==> src/hw/rtl/fcrl_pkg.sv <==
// Package for the fixed-capacity record list: sizes, item and record types,
// command codes, and the control/status structs shared by ctrl and datapath.
// No dependencies.
package fcrl_pkg;

  localparam int unsigned Capacity = 16;
  localparam int unsigned CntW     = $clog2(Capacity + 1);
  localparam int unsigned AddrW    = (Capacity > 1) ? $clog2(Capacity) : 1;

  typedef enum logic [3:0] {
    CMD_INS_HEAD = 4'd0,
    CMD_INS_TAIL = 4'd1,
    CMD_INS_SORT = 4'd2,
    CMD_RM_HEAD  = 4'd3,
    CMD_RM_TAIL  = 4'd4,
    CMD_RM_SHIFT = 4'd5,
    CMD_RM_SWAP  = 4'd6,
    CMD_READ     = 4'd7,
    CMD_FIND     = 4'd8
  } cmd_e;

  typedef struct packed {
    logic [3:0]         command;
    logic signed [31:0] entry_key;
    logic [31:0]        entry_word_a;
    logic [31:0]        entry_word_b;
    logic [31:0]        entry_word_c;
    logic [4:0]         position;
  } in_item_t;

  typedef struct packed {
    logic               ok;
    logic signed [31:0] found_key;
    logic [31:0]        found_word_a;
    logic [31:0]        found_word_b;
    logic [31:0]        found_word_c;
    logic [CntW-1:0]    fill_count;
    logic               is_full;
    logic               is_empty;
  } out_item_t;

  typedef struct packed {
    logic signed [31:0] key;
    logic [31:0]        wa;
    logic [31:0]        wb;
    logic [31:0]        wc;
  } rec_t;

  typedef enum logic [2:0] {
    PTR_HOLD,
    PTR_ZERO,
    PTR_COUNT,
    PTR_POS,
    PTR_INC
  } ptr_op_e;

  typedef enum logic [1:0] {
    RD_PTR,
    RD_NEXT,
    RD_LAST
  } rd_sel_e;

  typedef enum logic {
    WR_CARRY,
    WR_READ
  } wr_src_e;

  typedef enum logic [1:0] {
    CNT_HOLD,
    CNT_INC,
    CNT_DEC
  } cnt_op_e;

  typedef enum logic [2:0] {
    ST_IDLE,
    ST_DISPATCH,
    ST_SCAN_LT,
    ST_SCAN_EQ,
    ST_INSERT,
    ST_CLOSE,
    ST_SWAP,
    ST_DONE
  } state_e;

  typedef struct packed {
    logic    load;
    ptr_op_e ptr_op;
    rd_sel_e rd_sel;
    logic    wr_en;
    wr_src_e wr_src;
    logic    carry_ld;
    cnt_op_e cnt_op;
    logic    res_ld;
    logic    res_ok;
  } dp_cmd_t;

  typedef struct packed {
    cmd_e cmd;
    logic full;
    logic empty;
    logic ptr_lt_cnt;
    logic ptr_eq_cnt;
    logic next_lt_cnt;
    logic key_lt;
    logic key_eq;
    logic pos_ok;
  } dp_stat_t;

endpackage

==> src/hw/rtl/fixed_capacity_record_list.sv <==
// Top level of the fixed-capacity record list: joins fcrl_ctrl and fcrl_dpath.
// Depends on fcrl_pkg, fcrl_ctrl, fcrl_dpath.
//
// Usage:
//   Input channel in_valid_i / in_stall_o / in_item_i carries one command item;
//   it is taken at a clock edge with in_valid_i high and in_stall_o low.
//   Output channel out_valid_o / out_stall_i / out_item_o returns exactly one
//   result item per command, taken when out_valid_o is high and out_stall_i low.
//   One command is in work at a time; in_stall_o is low only while idle.
//   Head insert, head removal, sorted insert, keyed removal and find walk the
//   record array, one entry per cycle through its single read port; tail
//   insert writes one entry, and tail removal, reads, unknown codes and
//   commands refused on a full or empty list do not walk it.
//   A finished result waits in the output register while the receiver stalls;
//   the next command is still accepted, and its result is held back until the
//   previous one is taken.
//   Reset empties the list (fill count zero) and clears the output valid; record
//   contents are not cleared and need no clearing pass.
module fixed_capacity_record_list (
  input  logic                clk_i,
  input  logic                rst_ni,
  input  logic                in_valid_i,
  output logic                in_stall_o,
  input  fcrl_pkg::in_item_t  in_item_i,
  output logic                out_valid_o,
  input  logic                out_stall_i,
  output fcrl_pkg::out_item_t out_item_o
);
  import fcrl_pkg::*;

  dp_cmd_t  dp_cmd;
  dp_stat_t dp_stat;

  fcrl_ctrl u_ctrl (
    .clk_i       (clk_i),
    .rst_ni      (rst_ni),
    .in_valid_i  (in_valid_i),
    .in_stall_o  (in_stall_o),
    .out_valid_o (out_valid_o),
    .out_stall_i (out_stall_i),
    .dp_stat_i   (dp_stat),
    .dp_cmd_o    (dp_cmd)
  );

  fcrl_dpath u_dpath (
    .clk_i      (clk_i),
    .rst_ni     (rst_ni),
    .in_item_i  (in_item_i),
    .dp_cmd_i   (dp_cmd),
    .dp_stat_o  (dp_stat),
    .out_item_o (out_item_o)
  );

  a_busy_after_accept: assert property (
    @(posedge clk_i) disable iff (!rst_ni)
    (in_valid_i && !in_stall_o) |=> in_stall_o
  ) else $error("input not stalled after accepting an item");

  a_count_bound: assert property (
    @(posedge clk_i) disable iff (!rst_ni)
    out_valid_o |-> (32'(out_item_o.fill_count) <= Capacity)
  ) else $error("fill count beyond capacity");

  a_flags_match_count: assert property (
    @(posedge clk_i) disable iff (!rst_ni)
    out_valid_o |-> ((out_item_o.is_empty == (out_item_o.fill_count == '0))
                     && !(out_item_o.is_full && out_item_o.is_empty))
  ) else $error("full/empty flags disagree with fill count");

  a_fail_no_record: assert property (
    @(posedge clk_i) disable iff (!rst_ni)
    (out_valid_o && !out_item_o.ok) |-> (out_item_o.found_key == '0
      && out_item_o.found_word_a == '0 && out_item_o.found_word_b == '0
      && out_item_o.found_word_c == '0)
  ) else $error("failed command returned record data");

endmodule

==> src/hw/rtl/fcrl_dpath.sv <==
// Datapath of the record list: record array, pointer, fill count, carry
// register, captured item and result register. Driven by fcrl_ctrl.
// Depends on fcrl_pkg.
module fcrl_dpath (
  input  logic               clk_i,
  input  logic               rst_ni,
  input  fcrl_pkg::in_item_t in_item_i,
  input  fcrl_pkg::dp_cmd_t  dp_cmd_i,
  output fcrl_pkg::dp_stat_t dp_stat_o,
  output fcrl_pkg::out_item_t out_item_o
);
  import fcrl_pkg::*;

  in_item_t        item_q;
  rec_t            carry_q;
  rec_t            store_q [Capacity];
  rec_t            rd_rec;
  rec_t            res_rec;
  out_item_t       res_q;
  logic [CntW-1:0] ptr_q, ptr_d;
  logic [CntW-1:0] count_q, count_d;
  logic [CntW-1:0] rd_addr;
  logic [CntW-1:0] ptr_next;
  cmd_e            cmd;

  assign cmd      = cmd_e'(item_q.command);
  assign ptr_next = ptr_q + CntW'(1);

  always_comb begin
    unique case (dp_cmd_i.rd_sel)
      RD_PTR:  rd_addr = ptr_q;
      RD_NEXT: rd_addr = ptr_next;
      RD_LAST: rd_addr = count_q - CntW'(1);
      default: rd_addr = ptr_q;
    endcase
  end

  assign rd_rec = store_q[rd_addr[AddrW-1:0]];

  always_ff @(posedge clk_i) begin
    if (dp_cmd_i.wr_en) begin
      store_q[ptr_q[AddrW-1:0]] <= (dp_cmd_i.wr_src == WR_CARRY) ? carry_q : rd_rec;
    end
  end

  always_ff @(posedge clk_i) begin
    if (dp_cmd_i.load) begin
      item_q        <= in_item_i;
      carry_q.key   <= in_item_i.entry_key;
      carry_q.wa    <= in_item_i.entry_word_a;
      carry_q.wb    <= in_item_i.entry_word_b;
      carry_q.wc    <= in_item_i.entry_word_c;
    end else if (dp_cmd_i.carry_ld) begin
      carry_q <= rd_rec;
    end
  end

  always_comb begin
    unique case (dp_cmd_i.ptr_op)
      PTR_HOLD:  ptr_d = ptr_q;
      PTR_ZERO:  ptr_d = '0;
      PTR_COUNT: ptr_d = count_q;
      PTR_POS:   ptr_d = CntW'(item_q.position) - CntW'(1);
      PTR_INC:   ptr_d = ptr_next;
      default:   ptr_d = ptr_q;
    endcase
  end

  always_comb begin
    unique case (dp_cmd_i.cnt_op)
      CNT_HOLD: count_d = count_q;
      CNT_INC:  count_d = count_q + CntW'(1);
      CNT_DEC:  count_d = count_q - CntW'(1);
      default:  count_d = count_q;
    endcase
  end

  always_ff @(posedge clk_i or negedge rst_ni) begin
    if (!rst_ni) begin
      ptr_q   <= '0;
      count_q <= '0;
    end else begin
      ptr_q   <= ptr_d;
      count_q <= count_d;
    end
  end

  assign res_rec = (dp_cmd_i.res_ok && (cmd == CMD_READ || cmd == CMD_FIND)) ? rd_rec : '0;

  always_ff @(posedge clk_i) begin
    if (dp_cmd_i.res_ld) begin
      res_q.ok           <= dp_cmd_i.res_ok;
      res_q.found_key    <= res_rec.key;
      res_q.found_word_a <= res_rec.wa;
      res_q.found_word_b <= res_rec.wb;
      res_q.found_word_c <= res_rec.wc;
      res_q.fill_count   <= count_q;
      res_q.is_full      <= (count_q == CntW'(Capacity));
      res_q.is_empty     <= (count_q == '0);
    end
  end

  assign out_item_o = res_q;

  always_comb begin
    dp_stat_o.cmd         = cmd;
    dp_stat_o.full        = (count_q == CntW'(Capacity));
    dp_stat_o.empty       = (count_q == '0);
    dp_stat_o.ptr_lt_cnt  = (ptr_q < count_q);
    dp_stat_o.ptr_eq_cnt  = (ptr_q == count_q);
    dp_stat_o.next_lt_cnt = (ptr_next < count_q);
    dp_stat_o.key_lt      = (rd_rec.key < item_q.entry_key);
    dp_stat_o.key_eq      = (rd_rec.key == item_q.entry_key);
    dp_stat_o.pos_ok      = (item_q.position != '0)
                            && (32'(item_q.position) <= 32'(count_q));
  end

endmodule

==> src/hw/rtl/fcrl_ctrl.sv <==
// Controller of the record list: sequences scan, insert, close and swap walks
// over the record array and owns the input stall and output valid.
// Depends on fcrl_pkg.
module fcrl_ctrl (
  input  logic               clk_i,
  input  logic               rst_ni,
  input  logic               in_valid_i,
  output logic               in_stall_o,
  output logic               out_valid_o,
  input  logic               out_stall_i,
  input  fcrl_pkg::dp_stat_t dp_stat_i,
  output fcrl_pkg::dp_cmd_t  dp_cmd_o
);
  import fcrl_pkg::*;

  state_e state_q, state_d;
  logic   ok_q, ok_d;
  logic   out_valid_q, out_valid_d;

  always_ff @(posedge clk_i or negedge rst_ni) begin
    if (!rst_ni) begin
      state_q     <= ST_IDLE;
      ok_q        <= 1'b0;
      out_valid_q <= 1'b0;
    end else begin
      state_q     <= state_d;
      ok_q        <= ok_d;
      out_valid_q <= out_valid_d;
    end
  end

  always_comb begin
    state_d           = state_q;
    ok_d              = ok_q;
    out_valid_d       = out_valid_q && out_stall_i;
    dp_cmd_o          = '0;
    dp_cmd_o.ptr_op   = PTR_HOLD;
    dp_cmd_o.rd_sel   = RD_PTR;
    dp_cmd_o.wr_src   = WR_CARRY;
    dp_cmd_o.cnt_op   = CNT_HOLD;
    dp_cmd_o.res_ok   = ok_q;

    unique case (state_q)
      ST_IDLE: begin
        if (in_valid_i) begin
          dp_cmd_o.load = 1'b1;
          ok_d          = 1'b0;
          state_d       = ST_DISPATCH;
        end
      end
      ST_DISPATCH: begin
        state_d = ST_DONE;
        unique case (dp_stat_i.cmd)
          CMD_INS_HEAD: begin
            if (!dp_stat_i.full) begin
              dp_cmd_o.ptr_op = PTR_ZERO;
              state_d         = ST_INSERT;
            end
          end
          CMD_INS_TAIL: begin
            if (!dp_stat_i.full) begin
              dp_cmd_o.ptr_op = PTR_COUNT;
              state_d         = ST_INSERT;
            end
          end
          CMD_INS_SORT: begin
            if (!dp_stat_i.full) begin
              dp_cmd_o.ptr_op = PTR_ZERO;
              state_d         = ST_SCAN_LT;
            end
          end
          CMD_RM_HEAD: begin
            if (!dp_stat_i.empty) begin
              dp_cmd_o.ptr_op = PTR_ZERO;
              state_d         = ST_CLOSE;
            end
          end
          CMD_RM_TAIL: begin
            if (!dp_stat_i.empty) begin
              dp_cmd_o.cnt_op = CNT_DEC;
              ok_d            = 1'b1;
            end
          end
          CMD_RM_SHIFT, CMD_RM_SWAP, CMD_FIND: begin
            dp_cmd_o.ptr_op = PTR_ZERO;
            state_d         = ST_SCAN_EQ;
          end
          CMD_READ: begin
            if (dp_stat_i.pos_ok) begin
              dp_cmd_o.ptr_op = PTR_POS;
              ok_d            = 1'b1;
            end
          end
          default: ;
        endcase
      end
      ST_SCAN_LT: begin
        if (dp_stat_i.ptr_lt_cnt && dp_stat_i.key_lt) begin
          dp_cmd_o.ptr_op = PTR_INC;
        end else begin
          state_d = ST_INSERT;
        end
      end
      ST_SCAN_EQ: begin
        priority if (!dp_stat_i.ptr_lt_cnt) begin
          state_d = ST_DONE;
        end else if (dp_stat_i.key_eq) begin
          if (dp_stat_i.cmd == CMD_RM_SHIFT) begin
            state_d = ST_CLOSE;
          end else if (dp_stat_i.cmd == CMD_RM_SWAP) begin
            state_d = ST_SWAP;
          end else begin
            ok_d    = 1'b1;
            state_d = ST_DONE;
          end
        end else begin
          dp_cmd_o.ptr_op = PTR_INC;
        end
      end
      ST_INSERT: begin
        dp_cmd_o.wr_en    = 1'b1;
        dp_cmd_o.wr_src   = WR_CARRY;
        dp_cmd_o.carry_ld = 1'b1;
        if (dp_stat_i.ptr_eq_cnt) begin
          dp_cmd_o.cnt_op = CNT_INC;
          ok_d            = 1'b1;
          state_d         = ST_DONE;
        end else begin
          dp_cmd_o.ptr_op = PTR_INC;
        end
      end
      ST_CLOSE: begin
        dp_cmd_o.rd_sel = RD_NEXT;
        if (dp_stat_i.next_lt_cnt) begin
          dp_cmd_o.wr_en  = 1'b1;
          dp_cmd_o.wr_src = WR_READ;
          dp_cmd_o.ptr_op = PTR_INC;
        end else begin
          dp_cmd_o.cnt_op = CNT_DEC;
          ok_d            = 1'b1;
          state_d         = ST_DONE;
        end
      end
      ST_SWAP: begin
        dp_cmd_o.rd_sel = RD_LAST;
        dp_cmd_o.wr_en  = 1'b1;
        dp_cmd_o.wr_src = WR_READ;
        dp_cmd_o.cnt_op = CNT_DEC;
        ok_d            = 1'b1;
        state_d         = ST_DONE;
      end
      ST_DONE: begin
        if (!out_valid_q || !out_stall_i) begin
          dp_cmd_o.res_ld = 1'b1;
          out_valid_d     = 1'b1;
          state_d         = ST_IDLE;
        end
      end
      default: state_d = ST_IDLE;
    endcase
  end

  assign in_stall_o  = (state_q != ST_IDLE);
  assign out_valid_o = out_valid_q;

endmodule

==> config.mk <==
export PLATFORM = sky130hd
export DESIGN_NAME = fixed_capacity_record_list
export DESIGN_NICKNAME = d
export VERILOG_FILES = /design/src/hw/rtl/fcrl_pkg.sv /design/src/hw/rtl/fixed_capacity_record_list.sv /design/src/hw/rtl/fcrl_dpath.sv /design/src/hw/rtl/fcrl_ctrl.sv
export SDC_FILE = /design/constraint.sdc
export NUM_CORES = 2
export LEC_CHECK = 0
export BUFFER_PORTS_ARGS = -buffer_cell sky130_fd_sc_hd__buf_2
export CORE_MARGIN = 2
export CORE_UTILIZATION = 40
export CTS_BUF_LIST = sky130_fd_sc_hd__clkbuf_8 sky130_fd_sc_hd__clkbuf_16
export CTS_CLUSTER_DIAMETER = 50
export DETAILED_ROUTE_END_ITERATION = 7
export MAX_ROUTING_LAYER = met4
export PLACE_DENSITY_LB_ADDON = 0.3
export SYNTH_ARGS = -nofsm -noshare
export SYNTH_HDL_FRONTEND = slang
export SYNTH_SLANG_ARGS = --single-unit
==> constraint.sdc <==
create_clock -name clk_i -period 18.33 [get_ports clk_i]
set_input_delay 0 -clock clk_i [delete_from_list [all_inputs] [get_ports clk_i]]
set_output_delay 0 -clock clk_i [all_outputs]
set_load 0.1 [all_outputs]
==> out/qor.csv <==
metric,value,unit
clk_latency,0.93,ns
fin_tns_setup,0,ns
gp_congestion,0.802,
layout.nets,5402,
yosysMostFrequentCell,edfxtp_1,
synth.distinct_cells,57,
rsz0062_at_grt,false,
finalCritPeriodShare,46.3,%
fin_crit,8.50,ns
drive_gt1_share,29.0,%
antenna_found_initial,17,
max-slew-margin-rel,16.6,%
cts_root_buf,clkbuf_16,
tightest_slew,1.25,ns
cts_tree,built,
syn_area_per_cell,20.6,um^2
cts_resized,0,
synth_area_leaders,"edfxtp_1, mux4_2, mux2_2, and2_1, nand2_1",
clkSinkCount,2368,
synth_edf_count,2353,
power,20800,uW
yosys.area.top_type,edfxtp_1,
async_flop_share,0.633,%
worstSetupStartpointType,register,
grt_pass1_vias,47900,
slew_viol_final,0,
dpl.hpwl,117000,um
postSynthCellCount,4519,
power.density,189,nW/um^2
initial_utilization,40.1,%
hp-class,in2reg,
synthToLayoutAreaGrowth,18.1,%
peakVddDrop,218,uV
grt_pass1_wl,341000,um
io_pins,279,
critPathMaxStageDelay,0.90,ns
synth_area,93300,um^2
drt-initial-drc-count,4645,
clock_path_buffers,4,
netlist.area_leader.share,75.8,%
port_buffers,278,
path_max_fanout,100,
vias_per_cell,5.63,
finClkSkew,0.0602,ns
min_path_cells,3,
crit_chain,nor2b_1 > nand2_1 > ha_1 > inv_2 > a221oi_2 > a21oi_4 > buf_4 > buf_12 > buf_4 > mux4_2 > and2_1 > a211oi_1 > a31oi_1 > ha_1 > nand4_1 > nor3_1 > a221oi_1 > o21ai_0 > a21oi_1 > xor2_1 > o21a_1 > o21ai_0 > mux2_2,
dp.cells,7678,
hold_viol_final,0,
die_area,237000,um^2
num_vias,47600,
gr-total-overflow,0,
drt.antenna.violating_nets,0,
num_rows,177,
avgRoutedWirePerCell,28.0,um
wirelength,237000,um
ys_ff_latch,2368,
fin_worst_hold_slack,0.0514,ns
core,232000,um^2
fmax,0.118,GHz
maxCapViolations,0,
drc,0,
clkTransAtPathRegs,0.06,ns
grt_max_degree,130,
yosys_warnings,0,
final_cell_count_no_fill,8457,
drtPass1Iterations,5,
ys.flop_type,edfxtp_1,
synth_common_cells,"edfxtp_1, mux4_2, nand2_1",
postCtsSetupBuffers,0,
cellLeakagePower,0.0359,uW
crit_path_end_kind,register,
reg2regPathDepth,23,
worstPathArrival,9.26,ns
post-route-util,47.4,%
setup_viol,0,
critical_path_class,reg2reg,
syn_nets,4719,
outcome,finished clean,
htree_levels,5,
nFillCells,19100,
cts_buffers,290,
worst-endpoint-required,19.10,ns
worst_path_max_delay_cell,buf_4,
ys_seq_area_share,76.2,%
die_h,487,um
die_x,487,um
holdBufCountCts,275,
grt_usage,20.3,%
[layout by cell type, fill, tap and decap left out, types with 28 or more instances in the layout]
master         count
a211oi_1         129
a21oi_1           28
a31oi_1          131
and2_1           255
buf_2            278
buf_4             77
clkbuf_16        299
clkinv_1          49
clkinv_2          31
dlygate4sd3_1    275
edfxtp_1        2353
ha_1              59
inv_1            101
mux2_2           255
mux4_2           512
nand2_1          297
[cells by family (layout without fill, tap and decap cells)]
logic type / after synthesis / after routing / synth area share (%)
AO/OA/AOI/OAI: 352 / 352 / 2.54
adder cells (fa/ha/maj): 59 / 59 / 0.791
AND/OR/NAND/NOR: 648 / 648 / 3.45
XOR/XNOR: 12 / 12 / 0.113
multiplexers: 772 / 772 / 15.5
other: 0 / 7 / 0
buffers and inverters: 308 / 1196 / 1.45
flip-flops: 2368 / 2368 / 76.2
[sequential cells by signal, indices dropped and copies added, names as in the netlist]
signal / count
u_ctrl.ok_q: 1
u_ctrl.out_valid_o: 1
u_ctrl.state_q: 3
u_dpath.carry_q: 128
u_dpath.cmd: 4
u_dpath.count_q: 5
u_dpath.item_q: 37
u_dpath.out_item_o: 136
u_dpath.ptr_q: 5
u_dpath.store_q: 2048
[layer usage]
metal  wire [um]  vias to the layer above  global-route usage, %
met3       15100                      383                   2.90
met4        5130                        0                   5.01
li1            -                    20000                      -
met5           0                        -                      -
met2      113000                     1708                   31.4
met1      104000                    25500                   28.6
[final timing paths]
kind,start,to,slack (ns)
max in group asynchronous,rst_ni,u_ctrl.state_q[0],17.49
min,in_item_i[105],u_dpath.carry_q[100],0.05
max reg2reg,u_ctrl.state_q[1],u_ctrl.state_q[0],9.83
min reg2reg,u_ctrl.ok_q,u_dpath.out_item_o[135],0.51
max,u_ctrl.state_q[1],u_ctrl.state_q[0],9.83
min in group asynchronous,rst_ni,u_dpath.count_q[4],0.29
[metrics by stage]
step / instance area [um^2] / setup slack (ns)
global route: 110000 / 9.25
global placement: 98400 / 10.06
floorplan: 93300 / 9.91
CTS: 110000 / 9.88
detailed placement: 98400 / 9.91
finish: 110000 / 9.83
[critical path, delay by kind of cell (launching register included)]
kind	cells	cell delay, ns
compound gates	9	1.93
mux	2	0.93
fa+ha+maj	2	0.88
simple gates	5	0.88
xor+xnor	1	0.50
flops	1	0.54
buf+inv	4	2.51
[layout make-up]
type                    count  area (um^2)  share of cell area, %
repair buffers            642         4960                   4.50
diodes                      7         17.5                 0.0159
clock buffers             299         7480                   6.79
multi-input cells        1843        21100                   19.1
inverters                  57          214                  0.194
clock inverters           198         1580                   1.43
well taps                3043         3810                   3.46
flip-flops and latches   2368        71000                   64.5
[where the power goes]
group / switching [uW] / total [uW] / leakage [uW] / internal (uW)
Sequential: 120 / 7190 / 0.0214 / 7070
Combinational: 4930 / 8160 / 0.00981 / 3230
Clock: 2200 / 5450 / 0.00462 / 3240
Total: 7250 / 20800 / 0.0359 / 13500
No activity file was read; power rests on OpenSTA's default activity.
